==> src/ris_pkg.sv <==
// Shared types and constants for the reference input selector.
// Used by the front, queue and back modules and by the top level.
package ris_pkg;

	localparam int QUEUE_DEPTH = 2;

	// Selection method codes.
	localparam logic [1:0] METHOD_MANUAL   = 2'd0;
	localparam logic [1:0] METHOD_PRIORITY = 2'd1;
	localparam logic [1:0] METHOD_SSM      = 2'd2;

	// Register indexes as decoded from paddr[2].
	localparam logic REG_SELECT_METHOD  = 1'b0;
	localparam logic REG_MANUAL_CHANNEL = 1'b1;

	localparam logic signed [3:0] NO_CHANNEL = -4'sd1;

	typedef struct packed {
		logic [1:0]        select_method;
		logic signed [3:0] manual_channel;
	} ris_cfg_t;

	// One classified status word as it travels from the front to the back.
	typedef struct packed {
		logic [2:0]  channel;
		logic        elig;
		logic        manual_hit;
		logic [15:0] priority_high;
		logic [15:0] priority_low;
		logic        last;
	} ris_item_t;

endpackage

==> src/ris_status_if.sv <==
// Channel carrying one reference status word per handshake.
// Depends on nothing.
interface ris_status_if;
	logic        valid;
	logic        ready;
	logic [2:0]  channel;
	logic        qualified;
	logic        wants_selection;
	logic [15:0] priority_high;
	logic [15:0] priority_low;
	logic        last;

	modport source (output valid, channel, qualified, wants_selection, priority_high,
		priority_low, last, input ready);
	modport sink (input valid, channel, qualified, wants_selection, priority_high,
		priority_low, last, output ready);
endinterface

==> src/ris_select_if.sv <==
// Channel carrying the selection result of one scan.
// Depends on nothing.
interface ris_select_if;
	logic              valid;
	logic              ready;
	logic signed [3:0] active_channel;
	logic              changed;

	modport source (output valid, active_channel, changed, input ready);
	modport sink (input valid, active_channel, changed, output ready);
endinterface

==> src/ris_front.sv <==
// Front stage: accepts status words, works out eligibility and the manual match.
// Depends on ris_pkg and ris_status_if.
module ris_front import ris_pkg::*; #(
	parameter int INPUT_COUNT = 8
) (
	input  logic              clk,
	input  logic              arst_n,
	ris_status_if.sink        status,
	input  ris_cfg_t          cfg,
	output logic              item_valid,
	output ris_item_t         item,
	input  logic              item_ready
);

	logic      valid_s1;
	ris_item_t item_s1;
	logic      accept;
	logic      in_range;

	assign status.ready = !valid_s1 || item_ready;
	assign accept       = status.valid && status.ready;
	assign in_range     = 32'(status.channel) < INPUT_COUNT;

	always_ff @(posedge clk or negedge arst_n) begin
		if (!arst_n) begin
			valid_s1 <= 1'b0;
		end else if (accept) begin
			valid_s1 <= 1'b1;
		end else if (item_ready) begin
			valid_s1 <= 1'b0;
		end
	end

	always_ff @(posedge clk) begin
		if (accept) begin
			item_s1.channel       <= status.channel;
			item_s1.elig          <= status.qualified && status.wants_selection && in_range;
			item_s1.manual_hit    <= !cfg.manual_channel[3] &&
				(cfg.manual_channel[2:0] == status.channel);
			item_s1.priority_high <= status.priority_high;
			item_s1.priority_low  <= status.priority_low;
			item_s1.last          <= status.last;
		end
	end

	assign item_valid = valid_s1;
	assign item       = item_s1;

endmodule

==> src/ris_queue.sv <==
// Short queue that decouples the front stage from the selection back end.
// Depends on ris_pkg.
module ris_queue import ris_pkg::*; (
	input  logic      clk,
	input  logic      arst_n,
	input  logic      push_valid,
	input  ris_item_t push_item,
	output logic      push_ready,
	output logic      pop_valid,
	output ris_item_t pop_item,
	input  logic      pop
);

	localparam int PTR_W = (QUEUE_DEPTH > 1) ? $clog2(QUEUE_DEPTH) : 1;
	localparam int CNT_W = $clog2(QUEUE_DEPTH + 1);

	ris_item_t        entries_q [QUEUE_DEPTH];
	logic [PTR_W-1:0] wr_ptr_q;
	logic [PTR_W-1:0] rd_ptr_q;
	logic [CNT_W-1:0] count_q;
	logic             push;
	logic             do_pop;

	assign push_ready = count_q != CNT_W'(QUEUE_DEPTH);
	assign pop_valid  = count_q != '0;
	assign push       = push_valid && push_ready;
	assign do_pop     = pop && pop_valid;
	assign pop_item   = entries_q[rd_ptr_q];

	always_ff @(posedge clk or negedge arst_n) begin
		if (!arst_n) begin
			wr_ptr_q <= '0;
			rd_ptr_q <= '0;
			count_q  <= '0;
		end else begin
			if (push) begin
				wr_ptr_q <= (32'(wr_ptr_q) == QUEUE_DEPTH - 1) ? '0 : wr_ptr_q + 1'b1;
			end
			if (do_pop) begin
				rd_ptr_q <= (32'(rd_ptr_q) == QUEUE_DEPTH - 1) ? '0 : rd_ptr_q + 1'b1;
			end
			if (push && !do_pop) begin
				count_q <= count_q + 1'b1;
			end else if (!push && do_pop) begin
				count_q <= count_q - 1'b1;
			end
		end
	end

	always_ff @(posedge clk) begin
		if (push) begin
			entries_q[wr_ptr_q] <= push_item;
		end
	end

endmodule

==> src/ris_back.sv <==
// Back end: keeps the running best picks and decides the active reference at scan end.
// Depends on ris_pkg and ris_select_if.
module ris_back import ris_pkg::*; #(
	parameter int INPUT_COUNT = 8
) (
	input  logic        clk,
	input  logic        arst_n,
	input  ris_cfg_t    cfg,
	input  logic        item_valid,
	input  ris_item_t   item,
	output logic        item_pop,
	ris_select_if.source selection
);

	logic signed [3:0] act_q;
	logic              chg_q;
	logic              out_valid_q;
	logic              best_found_q;
	logic [2:0]        best_ch_q;
	logic [15:0]       best_rank_q;
	logic [2:0]        comb_ch_q;
	logic [31:0]       comb_rank_q;
	logic              man_elig_q;

	logic              best_found_n;
	logic [2:0]        best_ch_n;
	logic [15:0]       best_rank_n;
	logic [2:0]        comb_ch_n;
	logic [31:0]       comb_rank_n;
	logic              man_elig_n;
	logic [31:0]       rank32;
	logic              is_act;
	logic signed [3:0] pick;
	logic signed [3:0] act_n;
	logic              manual_ok;

	// A non-final word never produces a result, so it may pass a stalled output.
	assign item_pop = item_valid && (!item.last || !out_valid_q || selection.ready);

	assign rank32    = {item.priority_high, item.priority_low};
	assign is_act    = !act_q[3] && (act_q[2:0] == item.channel);
	assign manual_ok = (cfg.select_method == METHOD_MANUAL) && !cfg.manual_channel[3] &&
		(32'(cfg.manual_channel[2:0]) < INPUT_COUNT);

	always_comb begin
		best_found_n = best_found_q;
		best_ch_n    = best_ch_q;
		best_rank_n  = best_rank_q;
		comb_ch_n    = comb_ch_q;
		comb_rank_n  = comb_rank_q;
		man_elig_n   = item.manual_hit ? item.elig : man_elig_q;
		if (item.elig) begin
			if (!best_found_q) begin
				best_found_n = 1'b1;
				best_ch_n    = item.channel;
				best_rank_n  = item.priority_high;
				comb_ch_n    = item.channel;
				comb_rank_n  = rank32;
			end else begin
				if (item.priority_high < best_rank_q ||
					(item.priority_high == best_rank_q && is_act)) begin
					best_ch_n   = item.channel;
					best_rank_n = item.priority_high;
				end
				if (rank32 < comb_rank_q || (rank32 == comb_rank_q && is_act)) begin
					comb_ch_n   = item.channel;
					comb_rank_n = rank32;
				end
			end
		end

		pick = best_found_n ? $signed({1'b0, best_ch_n}) : NO_CHANNEL;
		if (manual_ok && man_elig_n) begin
			pick = cfg.manual_channel;
		end
		act_n = act_q;
		if (pick != act_q) begin
			if (cfg.select_method == METHOD_SSM && best_found_n) begin
				act_n = $signed({1'b0, comb_ch_n});
			end else begin
				act_n = pick;
			end
		end
	end

	always_ff @(posedge clk or negedge arst_n) begin
		if (!arst_n) begin
			act_q        <= NO_CHANNEL;
			chg_q        <= 1'b0;
			out_valid_q  <= 1'b0;
			best_found_q <= 1'b0;
			man_elig_q   <= 1'b0;
		end else begin
			if (item_pop && item.last) begin
				out_valid_q <= 1'b1;
			end else if (selection.ready) begin
				out_valid_q <= 1'b0;
			end
			if (item_pop) begin
				if (item.last) begin
					act_q        <= act_n;
					chg_q        <= act_n != act_q;
					best_found_q <= 1'b0;
					man_elig_q   <= 1'b0;
				end else begin
					best_found_q <= best_found_n;
					man_elig_q   <= man_elig_n;
				end
			end
		end
	end

	always_ff @(posedge clk) begin
		if (item_pop && !item.last) begin
			best_ch_q   <= best_ch_n;
			best_rank_q <= best_rank_n;
			comb_ch_q   <= comb_ch_n;
			comb_rank_q <= comb_rank_n;
		end
	end

	assign selection.valid          = out_valid_q;
	assign selection.active_channel = act_q;
	assign selection.changed        = chg_q;

	a_result_follows_last: assert property (@(posedge clk) disable iff (!arst_n)
		item_pop && item.last |=> out_valid_q)
		else $error("no result after the final word of a scan");

	a_scan_cleared: assert property (@(posedge clk) disable iff (!arst_n)
		item_pop && item.last |=> !best_found_q && !man_elig_q)
		else $error("scan state not cleared at scan end");

	a_changed_flag: assert property (@(posedge clk) disable iff (!arst_n)
		item_pop && item.last |=> chg_q == (act_q != $past(act_q)))
		else $error("changed flag disagrees with the active channel");

	a_active_only_at_scan_end: assert property (@(posedge clk) disable iff (!arst_n)
		!(item_pop && item.last) |=> $stable(act_q))
		else $error("active channel moved outside a scan end");

	a_negative_is_none: assert property (@(posedge clk) disable iff (!arst_n)
		act_q[3] |-> act_q == NO_CHANNEL)
		else $error("active channel holds an invalid negative code");

endmodule

==> src/reference_input_selector.sv <==
// Reference input selector top level: configuration registers and the three stages.
// Depends on ris_pkg, ris_status_if, ris_select_if, ris_front, ris_queue and ris_back.
//
// Usage: a scan is a run of status words on the status channel, one per reference
// input in ascending channel order, with last set on the final word. A word is taken
// when status.valid and status.ready are both high. After the final word the block
// offers one word on the selection channel: the active channel (-1 for none) and a
// flag that says whether it changed on this scan.
// Throughput is one status word per cycle while the queue has room. The selection word
// is registered: the final status word passes through the front register and the queue,
// and the back end's compare-and-hold sets the output register.
// When the receiver stalls, the result is held and non-final words of the next scan
// keep flowing; the final word of the next scan waits in the queue until the result
// is taken, and the status channel stalls once the queue fills.
// Reset clears the active channel to none, empties the pipeline and the queue, and
// sets select_method to priority mode and manual_channel to none.
// Configuration is written through the APB port at byte address 4*index.
module reference_input_selector import ris_pkg::*; #(
	parameter int INPUT_COUNT = 8
) (
	input  logic         clk,
	input  logic         arst_n,
	ris_status_if.sink   status,
	ris_select_if.source selection,
	input  logic         psel,
	input  logic         penable,
	input  logic         pwrite,
	input  logic [2:0]   paddr,
	input  logic [31:0]  pwdata,
	output logic [31:0]  prdata,
	output logic         pready
);

	ris_cfg_t  cfg_q;
	logic      front_valid;
	ris_item_t front_item;
	logic      queue_ready;
	logic      queue_valid;
	ris_item_t queue_item;
	logic      back_pop;

	assign pready = 1'b1;

	always_ff @(posedge clk or negedge arst_n) begin
		if (!arst_n) begin
			cfg_q.select_method  <= METHOD_PRIORITY;
			cfg_q.manual_channel <= NO_CHANNEL;
		end else if (psel && penable && pwrite) begin
			case (paddr[2])
				REG_SELECT_METHOD:  cfg_q.select_method  <= pwdata[1:0];
				REG_MANUAL_CHANNEL: cfg_q.manual_channel <= $signed(pwdata[3:0]);
				default: ;
			endcase
		end
	end

	always_comb begin
		case (paddr[2])
			REG_SELECT_METHOD: prdata = {30'd0, cfg_q.select_method};
			default:           prdata = {28'd0, cfg_q.manual_channel};
		endcase
	end

	ris_front #(.INPUT_COUNT(INPUT_COUNT)) u_front (
		.clk        (clk),
		.arst_n     (arst_n),
		.status     (status),
		.cfg        (cfg_q),
		.item_valid (front_valid),
		.item       (front_item),
		.item_ready (queue_ready)
	);

	ris_queue u_queue (
		.clk        (clk),
		.arst_n     (arst_n),
		.push_valid (front_valid),
		.push_item  (front_item),
		.push_ready (queue_ready),
		.pop_valid  (queue_valid),
		.pop_item   (queue_item),
		.pop        (back_pop)
	);

	ris_back #(.INPUT_COUNT(INPUT_COUNT)) u_back (
		.clk        (clk),
		.arst_n     (arst_n),
		.cfg        (cfg_q),
		.item_valid (queue_valid),
		.item       (queue_item),
		.item_pop   (back_pop),
		.selection  (selection)
	);

endmodule
==> src/flat_wrapper.sv <==
// flat-port wrapper written by rule: the top's interface ports become plain ports
module reference_input_selector_flat import ris_pkg::*;
#(
	parameter int INPUT_COUNT = 8
)
  (clk, arst_n, psel, penable, pwrite, paddr, pwdata, prdata, pready, status_valid, status_channel, status_qualified, status_wants_selection, status_priority_high, status_priority_low, status_last, status_ready, selection_valid, selection_active_channel, selection_changed, selection_ready);
  ris_status_if status_i ();
  ris_select_if selection_i ();
  input  logic clk;
  input  logic arst_n;
  input  logic psel;
  input  logic penable;
  input  logic pwrite;
  input  logic [2:0] paddr;
  input  logic [31:0] pwdata;
  output logic [31:0] prdata;
  output logic pready;
  input wire logic [$bits(status_i.valid)-1:0] status_valid;
  input wire logic [$bits(status_i.channel)-1:0] status_channel;
  input wire logic [$bits(status_i.qualified)-1:0] status_qualified;
  input wire logic [$bits(status_i.wants_selection)-1:0] status_wants_selection;
  input wire logic [$bits(status_i.priority_high)-1:0] status_priority_high;
  input wire logic [$bits(status_i.priority_low)-1:0] status_priority_low;
  input wire logic [$bits(status_i.last)-1:0] status_last;
  output wire logic [$bits(status_i.ready)-1:0] status_ready;
  output wire logic [$bits(selection_i.valid)-1:0] selection_valid;
  output wire logic [$bits(selection_i.active_channel)-1:0] selection_active_channel;
  output wire logic [$bits(selection_i.changed)-1:0] selection_changed;
  input wire logic [$bits(selection_i.ready)-1:0] selection_ready;
  assign status_i.valid = status_valid;
  assign status_i.channel = status_channel;
  assign status_i.qualified = status_qualified;
  assign status_i.wants_selection = status_wants_selection;
  assign status_i.priority_high = status_priority_high;
  assign status_i.priority_low = status_priority_low;
  assign status_i.last = status_last;
  assign status_ready = status_i.ready;
  assign selection_valid = selection_i.valid;
  assign selection_active_channel = selection_i.active_channel;
  assign selection_changed = selection_i.changed;
  assign selection_i.ready = selection_ready;
  reference_input_selector #(.INPUT_COUNT(INPUT_COUNT)) u_core (.clk(clk), .arst_n(arst_n), .status(status_i), .selection(selection_i), .psel(psel), .penable(penable), .pwrite(pwrite), .paddr(paddr), .pwdata(pwdata), .prdata(prdata), .pready(pready));
endmodule
==> config.mk <==
export PLATFORM = sky130hd
export DESIGN_NAME = reference_input_selector_flat
export DESIGN_NICKNAME = d
export VERILOG_FILES = /design/src/ris_pkg.sv /design/src/ris_status_if.sv /design/src/ris_select_if.sv /design/src/ris_front.sv /design/src/ris_queue.sv /design/src/ris_back.sv /design/src/reference_input_selector.sv /design/src/flat_wrapper.sv
export SDC_FILE = /design/constraint.sdc
export NUM_CORES = 1
export LEC_CHECK = 0
export BUFFER_PORTS_ARGS = -buffer_cell sky130_fd_sc_hd__buf_2
export CORE_ASPECT_RATIO = 0.75
export CORE_MARGIN = 2
export CORE_UTILIZATION = 45
export DETAILED_ROUTE_END_ITERATION = 8
export GPL_ROUTABILITY_DRIVEN = 0
export PLACE_DENSITY = 0.68
export SETUP_SLACK_MARGIN = 0.5
export SYNTH_ARGS = -nofsm -noshare
export SYNTH_HDL_FRONTEND = slang
export SYNTH_HIERARCHICAL = 1
export SYNTH_SLANG_ARGS = --single-unit
==> constraint.sdc <==
create_clock -name clk -period 3.62 [get_ports clk]
set_input_delay 0.724 -clock clk [delete_from_list [all_inputs] [get_ports clk]]
set_output_delay 0.724 -clock clk [all_outputs]
set_load 0.01 [all_outputs]
==> flow_summary.json, run 1 <==
{
  "status": "completed",
  "timing_worst_setup_path_type": "reg -> reg",
  "cts_buffers": 17,
  "post_synth_top_flop": "sky130_fd_sc_hd__edfxtp_1",
  "globalRouteTotalUtil": 0.1563,
  "route.antenna.remaining_nets": 0,
  "antenna-diode-count": 0,
  "portBuffers": 60,
  "synth.lib_cells_used.distinct": 55,
  "route.detailed.vias_per_inst": 5.087,
  "power_per_cell_area_mw_per_mm2": 934.5,
  "grt_first_pass_wirelength_microns": 23560,
  "cts-root-buf": "sky130_fd_sc_hd__clkbuf_16",
  "final-setup-viol-count": 0,
  "max_cap_violations": 0,
  "seqPwrFrac": 0.391,
  "design.die.area_sq_mm": 0.01989,
  "relSlewSlack": 0.1485,
  "internal_pwr_total_mw": 6.086,
  "timing.critical_path.arrival_ns": 3.91,
  "final.min_clock_period_ns": 3.560,
  "ios": 120,
  "totalPowerFinal_mw": 9.305,
  "h-tree-depth": 4,
  "async_s_r_ff_share_synth": 0.1016,
  "seq_area_frac_synth": 0.6549,
  "clockPowerShare": 0.193,
  "core_area_sq_mm": 0.01845,
  "cts.clk_slew.worst_paths_ns": 0.07,
  "drive_gt1_frac": 0.3124,
  "startpoint": "u_core/u_queue/rd_ptr_q$_DFFE_PN0P_",
  "min-delay-path-class": "in -> async",
  "final_nets": 785,
  "p_sw_frac": 0.3460,
  "grt_antenna_before_repair": 0,
  "synthAdderAreaFrac": 0.07258,
  "yosysWarningCount": 6,
  "worstSkewPairLatency_ns": 0.43,
  "place.detailed.hpwl_microns": 10060,
  "ir_worst_vdd_uv": 346.6,
  "tritoncts_clock_tree": "yes",
  "yosys.area.top_type_share": 0.5972,
  "synth_enable_flop_cells": 168,
  "synthSimpleGateAreaFrac": 0.06562,
  "muxShareOfSynthArea": 0.08043,
  "synth.top_cells.by_area": "sky130_fd_sc_hd__edfxtp_1 60%, sky130_fd_sc_hd__ha_1 7.3%, sky130_fd_sc_hd__mux2_2 5.2%",
  "row_count": 43,
  "synth_compound_gate_area_share": 0.05258,
  "cp_data_required_time_ns": 3.97,
  "start_kind": "flop",
  "leakagePower_nw": 3.940,
  "multiInputGateArea_sq_mm": 0.002820,
  "dominant_combinational_cell_family_by_area_after_synthesis": "multiplexers",
  "unrepaired_setup_endpoints_after_global_routing": "true",
  "route.detailed.wl_per_inst_microns": 16.13,
  "die_height_microns": 122.7,
  "totalWireLength_microns": 14780,
  "worstMarginPinSlew_ns": 1.274,
  "drc": 0,
  "grt_start_max_net_pins": 39,
  "fill_cells": 1462,
  "finalInstanceArea_sq_mm": 0.009957,
  "num_vias": 4660,
  "die_width_microns": 162.2,
  "synth.cell_area_sq_mm": 0.008447,
  "drt-pass1-iter-count": 5,
  "slew_viol_final": 0,
  "post_cts_hold_buffer_count": 0,
  "hold_viol_final": 0,
  "clk_path_buf_depth": 2,
  "cell_accounting_for_the_most_synthesized_area": "sky130_fd_sc_hd__edfxtp_1",
  "combinational_power_share": 0.416,
  "portion_of_the_clock_cycle_consumed_by_the_worst_path_in_the_final_layout": 0.9834,
  "netSwitchingPower_mw": 3.219,
  "start_util": 0.4577,
  "cts.sinks": 187,
  "finClkSkew_ns": 0.01097,
  "postSynthRegisterBits": 187,
  "area.growth.synth_to_final_pct": 17.88,
  "grt_pass1_vias": 4581,
  "sequential_cell_area_sq_mm": 0.005533,
  "post_synthesis_instance_total": 567,
  "detailedRoute.firstIterationViolations": 316,
  "placedInstanceArea_sq_mm": 0.009225,
  "max_freq_mhz": 280.9,
  "critical_path.reg2reg.startpoint": "u_core/u_queue/rd_ptr_q$_DFFE_PN0P_",
  "syn_area_per_cell_sq_um": 14.90,
  "synth-xor-area-share": 0.01555,
  "worstSetupEndpointType": "flop",
  "gr-total-overflow": 0,
  "crit_fanout": 19
}
final timing paths:
path                       slack, ns                                     endpoint  cells after the start
max reg2reg                     0.06  u_core/u_back/selection.changed$_DFFE_PN0P_                     11
min                             0.22  u_core/u_back/selection.changed$_DFFE_PN0P_                      1
min reg2reg                     0.45    u_core/u_queue/entries_q[1][10]$_DFFE_PP_                      0
max                             0.06  u_core/u_back/selection.changed$_DFFE_PN0P_                     11
max in group asynchronous       3.06                  u_core/cfg_q[2]$_DFFE_PN1P_                      1
min in group clk                0.45    u_core/u_queue/entries_q[1][10]$_DFFE_PP_                      0
flip-flops by register name (all words and copies together), names as in the netlist:
name / cells
u_core/u_queue/wr_ptr_q: 1
u_core/u_queue/rd_ptr_q: 1
u_core/u_back/best_rank_q: 16
u_core/u_back/comb_rank_q: 32
u_core/u_back/best_found_q: 1
u_core/u_queue/entries_q: 76
u_core/u_back/selection.active_channel: 4
u_core/u_front/item: 38
u_core/u_front/item_valid: 1
u_core/u_back/man_elig_q: 1
u_core/u_back/comb_ch_q: 3
u_core/u_queue/count_q: 2
u_core/cfg_q: 6
u_core/u_back/best_ch_q: 3
u_core/u_back/selection.valid: 1
u_core/u_back/selection.changed: 1
through the flow:
step,setup slack [ns],std cells,utilization,TNS [ns],hold WS (ns)
after global routing,-0.07001,916,0.5396,-0.08500,0.2398
after global placement,0.1045,879,0.4999,0,0.4268
after detailed placement,0.03519,879,0.4999,0,0.4338
final,0.06008,916,0.5396,0,0.2222
after floorplan,0.3616,594,-,0,0.4215
after CTS,0.05696,914,0.5358,0,0.2216
power groups by stage:
| stage | logic [mW] | registers (mW) | clock network (mW) |
|---|---|---|---|
| floorplan | 2.62 | 3.61 | 0 |
| global placement | 3.47 | 3.64 | 0 |
| detailed placement | 3.61 | 3.68 | 0 |
| CTS | 3.79 | 3.64 | 1.85 |
| global route | 4.30 | 3.71 | 1.93 |
| finish | 3.87 | 3.64 | 1.79 |
Yosys cell counts, types with 10 or more instances:
cell / count
sky130_fd_sc_hd__edfxtp_1: 168
sky130_fd_sc_hd__inv_1: 56
sky130_fd_sc_hd__ha_1: 49
sky130_fd_sc_hd__mux2_2: 39
sky130_fd_sc_hd__buf_4: 31
sky130_fd_sc_hd__nand2_1: 24
sky130_fd_sc_hd__a21oi_1: 22
sky130_fd_sc_hd__o21ai_0: 15
sky130_fd_sc_hd__mux2_4: 12
sky130_fd_sc_hd__nand3_1: 12
sky130_fd_sc_hd__dfrtp_1: 10
sky130_fd_sc_hd__nand4_1: 10
sky130_fd_sc_hd__nor2_1: 10
kinds of logic (layout without fill, tap and decap cells):
kind of cell               Yosys count  in the layout
DFF                                187            187
and+or+nand+nor                     96             96
buffers and inverters               93            168
AOI/OAI and AO/OA                   68             68
muxes                               57             57
adders and majority gates           49             49
xor gates and xnor gates            15             15
other                                2             29
critical path, cell delays in order, from the launching register on:
cell	delay (ns)
sky130_fd_sc_hd__dfrtp_2	0.45
sky130_fd_sc_hd__buf_12	0.17
sky130_fd_sc_hd__mux2_4	0.35
sky130_fd_sc_hd__ha_4	0.27
sky130_fd_sc_hd__nand4_1	0.14
sky130_fd_sc_hd__or4_4	0.57
sky130_fd_sc_hd__or4_4	0.54
sky130_fd_sc_hd__o211ai_4	0.14
sky130_fd_sc_hd__mux2_4	0.36
sky130_fd_sc_hd__o2111ai_1	0.21
sky130_fd_sc_hd__a31oi_1	0.07
sky130_fd_sc_hd__a31oi_1	0.18
layer usage:
metal / GRT usage / vias up / wire [microns]
li1: - / 2221 / -
met1: 0.2066 / 2260 / 6766
met2: 0.2500 / 152 / 6842
met3: 0.05103 / 27 / 952
met4: 0.04369 / 0 / 214
met5: 0 / - / 0
layout by cell type (no fill, tap or decap), drive strengths merged, types with 3 or more instances in the layout:
cell type,count
and2,5
dfrtp,10
nor2b,4
buf,80
nor2,10
nor3,3
edfxtp,168
nand2b,7
dfstp,9
inv,62
xnor2,8
o21ai,16
mux2,51
conb,29
xor2,7
o2111ai,3
nand4,11
o211ai,3
a21oi,22
clkinv,5
nand2,24
a21o,5
or4,5
ha,49
mux2i,6
nand3,12
clkbuf,19
a31oi,6
and4,4
area by class of cell:
class,count,share of cell area
clock inverters,13,0.01357
repair buffers,80,0.05190
clock buffers,19,0.04348
inverters,56,0.02111
flip-flops and latches,187,0.5557
well taps,247,0.03104
multi-input cells,314,0.2832
what timing repair did:
item | CTS | global route
resized for setup | 9 | 8
pin swaps | 1 | 0
setup endpoints to repair | 40 | 40
buffers inserted | 3 | 2
Power figures use the tool's default switching activity.
==> run 2: changes to the inputs <==
- CORE_UTILIZATION: 45 -> 57
- PLACE_DENSITY: 0.68 -> 0.79
- clock period: 3.62 -> 3.9 ns (I/O delays scaled with it)
==> flow_summary.json, run 2 (same netlist as run 1, synthesis figures left out) <==
{
  "start_kind": "flop",
  "fill_cells": 953,
  "final_nets": 797,
  "detailedRoute.firstIterationViolations": 354,
  "place.detailed.hpwl_microns": 9600,
  "drc": 0,
  "min-delay-path-class": "in -> async",
  "worst-path-buf-inv": 4,
  "grt_start_max_net_pins": 39,
  "top_signal_layer_used": "met4",
  "drive_gt1_frac": 0.3319,
  "mostFrequentLayoutCells": "168 x sky130_fd_sc_hd__edfxtp_1, 60 x sky130_fd_sc_hd__buf_2, 56 x sky130_fd_sc_hd__inv_1",
  "status": "completed",
  "max_cap_violations": 0,
  "ir_worst_vdd_uv": 712.8,
  "met2_length_microns": 7426,
  "cts_buffers": 17,
  "critical-path-top-delay-family": "simple AND/OR/NAND/NOR gates",
  "finalSetupTns_ns": 0,
  "row_count": 38,
  "start_util": 0.5844,
  "totalWireLength_microns": 15180,
  "grt_antenna_before_repair": 0,
  "cts.sinks": 187,
  "max_freq_mhz": 274.0,
  "m1WireLength_microns": 6813,
  "number_of_flip_flops_in_the_largest_register": 76,
  "die_width_microns": 144.6,
  "crit_fanout": 5,
  "timing.critical_path.cells": "buf_12 -> buf_8 -> buf_6 -> buf_6 -> mux2_4 -> ha_4 -> nand2_2 -> or4_4 -> or4_4 -> o211ai_4 -> mux2_4 -> o2111ai_2 -> a31oi_1 -> a31oi_1",
  "slew_viol_final": 0,
  "worst_path_max_delay_cell": "sky130_fd_sc_hd__or4_4",
  "area.growth.synth_to_final_pct": 18.92,
  "cts-root-buf": "sky130_fd_sc_hd__clkbuf_16",
  "final-setup-viol-count": 0,
  "timing_worst_setup_path_type": "reg -> reg",
  "grt_first_pass_wirelength_microns": 24330,
  "unrepaired_setup_endpoints_after_global_routing": "true",
  "antenna-diode-count": 0,
  "gr-total-overflow": 0,
  "registers.top_by_ff_count": "u_core/u_queue/entries_q",
  "h-tree-depth": 4,
  "route.detailed.wl_per_inst_microns": 17.23,
  "postLayoutCoreUtil": 0.6949,
  "worstSetupEndpointType": "flop",
  "drt-pass1-iter-count": 5,
  "globalRouteTotalUtil": 0.2064,
  "timing.critical_path.arrival_ns": 3.99,
  "detailroute.wirelength.met3_microns": 738,
  "portBuffers": 60,
  "hold_viol_final": 0,
  "die_height_microns": 109.4,
  "power_per_cell_area_mw_per_mm2": 879.9,
  "ios": 120,
  "cp_data_required_time_ns": 4.24,
  "tritoncts_clock_tree": "yes",
  "grt_pass1_vias": 4937,
  "clk_path_buf_depth": 2,
  "cts.clk_slew.worst_paths_ns": 0.07,
  "worstMarginPinSlew_ns": 1.012,
  "num_vias": 4766,
  "slowest_delay_ns": 0.54,
  "design.die.area_sq_mm": 0.01582,
  "finClkSkew_ns": 0.007277,
  "worstSkewPairLatency_ns": 0.43,
  "leakagePower_nw": 4.019,
  "core_area_sq_mm": 0.01445,
  "route.antenna.remaining_nets": 0,
  "relSlewSlack": 0.3255,
  "route.detailed.vias_per_inst": 5.410,
  "final.min_clock_period_ns": 3.649,
  "final_common_cell": "sky130_fd_sc_hd__edfxtp_1",
  "portion_of_the_clock_cycle_consumed_by_the_worst_path_in_the_final_layout": 0.9357
}
[run 2: changes by cell type in the layout (fill, tap and decap cells not counted), moves of 3 or more]
| cell | previous run | this run |
|---|---|---|
| sky130_fd_sc_hd__clkinv_4 | 3 | 0 |
| sky130_fd_sc_hd__buf_4 | 14 | 22 |
| sky130_fd_sc_hd__buf_6 | 1 | 5 |
| sky130_fd_sc_hd__inv_6 | 2 | 6 |
[run 2: final timing paths]
path	slack, ns	start	depth (start not counted)	to
min in group clk	0.45	u_core/u_front/item[8]$_DFFE_PP_	0	u_core/u_queue/entries_q[1][8]$_DFFE_PP_
setup / recovery	0.25	u_core/u_queue/rd_ptr_q$_DFFE_PN0P_	14	u_core/u_back/selection.changed$_DFFE_PN0P_
max in group asynchronous	3.28	arst_n	1	u_core/cfg_q[3]$_DFFE_PN1P_
hold / removal	0.29	arst_n	1	u_core/cfg_q[5]$_DFFE_PN0P_
setup reg to reg	0.25	u_core/u_queue/rd_ptr_q$_DFFE_PN0P_	14	u_core/u_back/selection.changed$_DFFE_PN0P_
hold reg to reg	0.45	u_core/u_front/item[8]$_DFFE_PP_	0	u_core/u_queue/entries_q[1][8]$_DFFE_PP_
[run 2: stage by stage]
step / cell area (sq um) / cells / setup WS (ns) / hold slack [ns] / total power [mW]
2_1_floorplan: 8549 / 594 / 0.5461 / 0.4215 / 5.625
3_3_place_gp: 8906 / 825 / 0.1997 / 0.4245 / 6.241
3_5_place_dp: 8906 / 825 / 0.1117 / 0.4306 / 6.449
4_1_cts: 9980 / 880 / 0.2984 / 0.2786 / 8.731
5_1_grt: 10040 / 881 / 0.1765 / 0.2867 / 9.399
6_report: 10040 / 881 / 0.2508 / 0.2878 / 8.838
[run 2: power breakdown]
part,switching [mW],internal (mW)
clock,0.766,0.888
sequential,0.262,3.13
combinational,2.07,1.73
[run 2: repair_timing]
| item | 4_1_cts | 5_1_grt |
|---|---|---|
| buffers inserted | 22 | 1 |
| resized for setup | 53 | 7 |
| endpoints found under the setup margin | 40 | 39 |
| hold buffers | 0 | 0 |
| pin swaps | 19 | 5 |
| gates cloned | 1 | 0 |
[run 2: cell type report]
| cell class | instances | area, sq um | share of cell area |
|---|---|---|---|
| Multi-Input combinational cell | 314 | 2854 | 0.2841 |
| Timing Repair Buffer | 92 | 624.3 | 0.06216 |
| Tap cell | 200 | 250.2 | 0.02491 |
| Clock inverter | 12 | 115.1 | 0.01146 |
| Inverter | 56 | 210.2 | 0.02093 |
| Clock buffer | 20 | 457.9 | 0.04559 |
| Sequential cell | 187 | 5533 | 0.5508 |
[run 2: layer usage]
metal  up-vias  track usage
li1       2254            -
met1      2343       0.2696
met2       150       0.3368
met3        19      0.05793
met4         0      0.07143
met5         -            0
==> run 3: changes to the inputs <==
- PLACE_DENSITY: 0.79 -> unset
- PLACE_DENSITY_LB_ADDON: unset -> 0.1
==> flow_summary.json, run 3 (same netlist as run 1, synthesis figures left out) <==
{
  "status": "completed",
  "leakagePower_nw": 4.043,
  "clk_path_buf_depth": 2,
  "timing_worst_setup_path_type": "reg -> reg",
  "design.die.area_sq_mm": 0.01582,
  "num_vias": 4863,
  "route.detailed.vias_per_inst": 5.476,
  "tritoncts_clock_tree": "yes",
  "finalSetupTns_ns": 0,
  "max_freq_mhz": 276.3,
  "worst_hold_slack_ns": 0.2859,
  "portion_of_the_clock_cycle_consumed_by_the_worst_path_in_the_final_layout": 0.9280,
  "die_width_microns": 144.6,
  "gr-total-overflow": 0,
  "crit_fanout": 6,
  "critical_path.reg2reg.startpoint": "u_core/u_queue/rd_ptr_q$_DFFE_PN0P_",
  "final_common_cell": "sky130_fd_sc_hd__edfxtp_1",
  "worst_path_max_delay_cell": "sky130_fd_sc_hd__or4_4",
  "timing.reg2reg.setup_slack_ns": 0.28,
  "netSwitchingPower_mw": 3.235,
  "ir_worst_vdd_uv": 815.9,
  "registers.top_by_ff_count": "u_core/u_queue/entries_q",
  "timing.critical_path.arrival_ns": 3.93,
  "grt_pass1_vias": 4824,
  "p_sw_frac": 0.3546,
  "row_count": 38,
  "slew_viol_final": 0,
  "post-place-ws_ns": 0.1162,
  "combinational_power_share": 0.442,
  "grt_start_max_net_pins": 39,
  "cts_buffers": 17,
  "power_per_cell_area_mw_per_mm2": 891.4,
  "postLayoutSetupSlackWorst_ns": 0.2810,
  "cp_data_required_time_ns": 4.21,
  "final-setup-viol-count": 0,
  "drt-pass1-iter-count": 5,
  "cts-root-buf": "sky130_fd_sc_hd__clkbuf_16",
  "clockPowerShare": 0.187,
  "antenna-diode-count": 0,
  "r2r_end": "u_core/u_back/selection.changed$_DFFE_PN0P_",
  "worst-path-buf-inv": 4,
  "sequential_cell_area_sq_mm": 0.005533,
  "seqPwrFrac": 0.370,
  "final.min_clock_period_ns": 3.619,
  "grt_antenna_before_repair": 0,
  "route.detailed.wl_per_inst_microns": 18.17,
  "postLayoutCoreUtil": 0.7081,
  "die_height_microns": 109.4,
  "worstSetupEndpointType": "flop",
  "max_cap_violations": 0,
  "grt_first_pass_wirelength_microns": 23940,
  "core_area_sq_mm": 0.01445,
  "place.detailed.hpwl_microns": 9978,
  "ios": 120,
  "startpoint": "u_core/u_queue/rd_ptr_q$_DFFE_PN0P_",
  "h-tree-depth": 4,
  "route.antenna.remaining_nets": 0,
  "finClkSkew_ns": 0.007694,
  "hold_viol_final": 0,
  "globalRouteTotalUtil": 0.2053,
  "min-delay-path-class": "in -> async",
  "final_nets": 804,
  "relSlewSlack": 0.3257,
  "worstMarginPinSlew_ns": 1.012,
  "number_of_flip_flops_in_the_largest_register": 76,
  "slowest_delay_ns": 0.54,
  "worstSkewPairLatency_ns": 0.43,
  "drive_gt1_frac": 0.3576,
  "fill_cells": 961,
  "cts.sinks": 187,
  "drc": 0,
  "cts.clk_slew.worst_paths_ns": 0.07,
  "totalWireLength_microns": 16140,
  "start_kind": "flop",
  "timing.critical_path.cells": "buf_6 -> buf_12 -> buf_12 -> mux2_4 -> ha_4 -> nand2_2 -> or4_4 -> or4_4 -> o211ai_4 -> buf_6 -> mux2i_2 -> o2111ai_2 -> a31oi_1 -> a31oi_1",
  "mostFrequentLayoutCells": "168 x sky130_fd_sc_hd__edfxtp_1, 60 x sky130_fd_sc_hd__buf_2, 56 x sky130_fd_sc_hd__inv_1",
  "detailedRoute.firstIterationViolations": 314,
  "portBuffers": 60,
  "critical-path-top-delay-family": "simple AND/OR/NAND/NOR gates",
  "timing.reg2reg.worst_path_depth": 14,
  "start_util": 0.5844,
  "unrepaired_setup_endpoints_after_global_routing": "true",
  "internal_pwr_total_mw": 5.889,
  "area.growth.synth_to_final_pct": 21.17,
  "multiInputGateArea_sq_mm": 0.002968
}
==> run 3: cell count changes in the layout (fill, tap and decap cells not counted), sizes merged <==
| cell | previous run | this run |
|---|---|---|
| clkinv | 0 | 3 |
| inv | 68 | 65 |
| clkinvlp | 0 | 1 |
| clkbuf | 20 | 19 |
| bufinv | 0 | 1 |
| buf | 92 | 98 |
==> run 3: stage by stage <==
step                cell area [sq um]  std cells  total power [mW]
finish                          10230        888             9.124
global route                    10230        888             9.644
CTS                              9913        877             8.683
detailed placement               8915        826             6.491
global placement                 8915        826             6.310
floorplan                        8549        594             5.625
==> run 3: layer usage <==
metal | wire length, microns | track usage | up-vias
met5 | 0 | 0 | -
met4 | 237 | 0.05617 | 0
met3 | 760 | 0.05488 | 25
met2 | 8082 | 0.3426 | 136
met1 | 7058 | 0.2699 | 2435
li1 | - | - | 2267
==> run 3: worst max path at each step <==
stage,endpoint,slack (ns),depth (start not counted)
after floorplan,u_core/u_back/selection.active_channel[2]$_DFFE_PN1P_,0.55,12
after global placement,u_core/u_back/selection.active_channel[2]$_DFFE_PN1P_,0.23,12
after detailed placement,u_core/u_back/selection.active_channel[2]$_DFFE_PN1P_,0.12,12
after CTS,u_core/u_back/selection.changed$_DFFE_PN0P_,0.29,13
after global routing,u_core/u_back/selection.changed$_DFFE_PN0P_,0.18,13
final,u_core/u_back/selection.changed$_DFFE_PN0P_,0.28,14
==> run 3: power groups by stage <==
stage / Sequential (mW) / Combinational [mW] / Clock [mW]
after floorplan: 3.34 / 2.28 / 0
after global placement: 3.37 / 2.94 / 0
after detailed placement: 3.41 / 3.09 / 0
after CTS: 3.37 / 3.58 / 1.73
after global routing: 3.45 / 4.38 / 1.82
final: 3.38 / 4.04 / 1.71
==> run 3: layout make-up <==
class	count	share of cell area
repair buffers	99	0.06748
flip-flops and latches	187	0.5406
inverters	56	0.02054
clock inverters	14	0.01504
clock buffers	18	0.04193
well taps	200	0.02445
multi-input cells	314	0.2900
==> run 3: worst reg2reg max path: stages, from the launching register on <==
cell,delay (ns)
sky130_fd_sc_hd__dfrtp_2,0.44
sky130_fd_sc_hd__buf_6,0.15
sky130_fd_sc_hd__buf_12,0.13
sky130_fd_sc_hd__buf_12,0.13
sky130_fd_sc_hd__mux2_4,0.32
sky130_fd_sc_hd__ha_4,0.28
sky130_fd_sc_hd__nand2_2,0.05
sky130_fd_sc_hd__or4_4,0.54
sky130_fd_sc_hd__or4_4,0.51
sky130_fd_sc_hd__o211ai_4,0.16
sky130_fd_sc_hd__buf_6,0.16
sky130_fd_sc_hd__mux2i_2,0.21
sky130_fd_sc_hd__o2111ai_2,0.13
sky130_fd_sc_hd__a31oi_1,0.19
sky130_fd_sc_hd__a31oi_1,0.11
==> run 3: timing repair <==
item,4_1_cts,5_1_grt
hold buffers,0,0
pin swaps,16,19
resized for setup,41,27
setup buffers,19,10
endpoints found under the setup margin,38,39
cloned,0,1
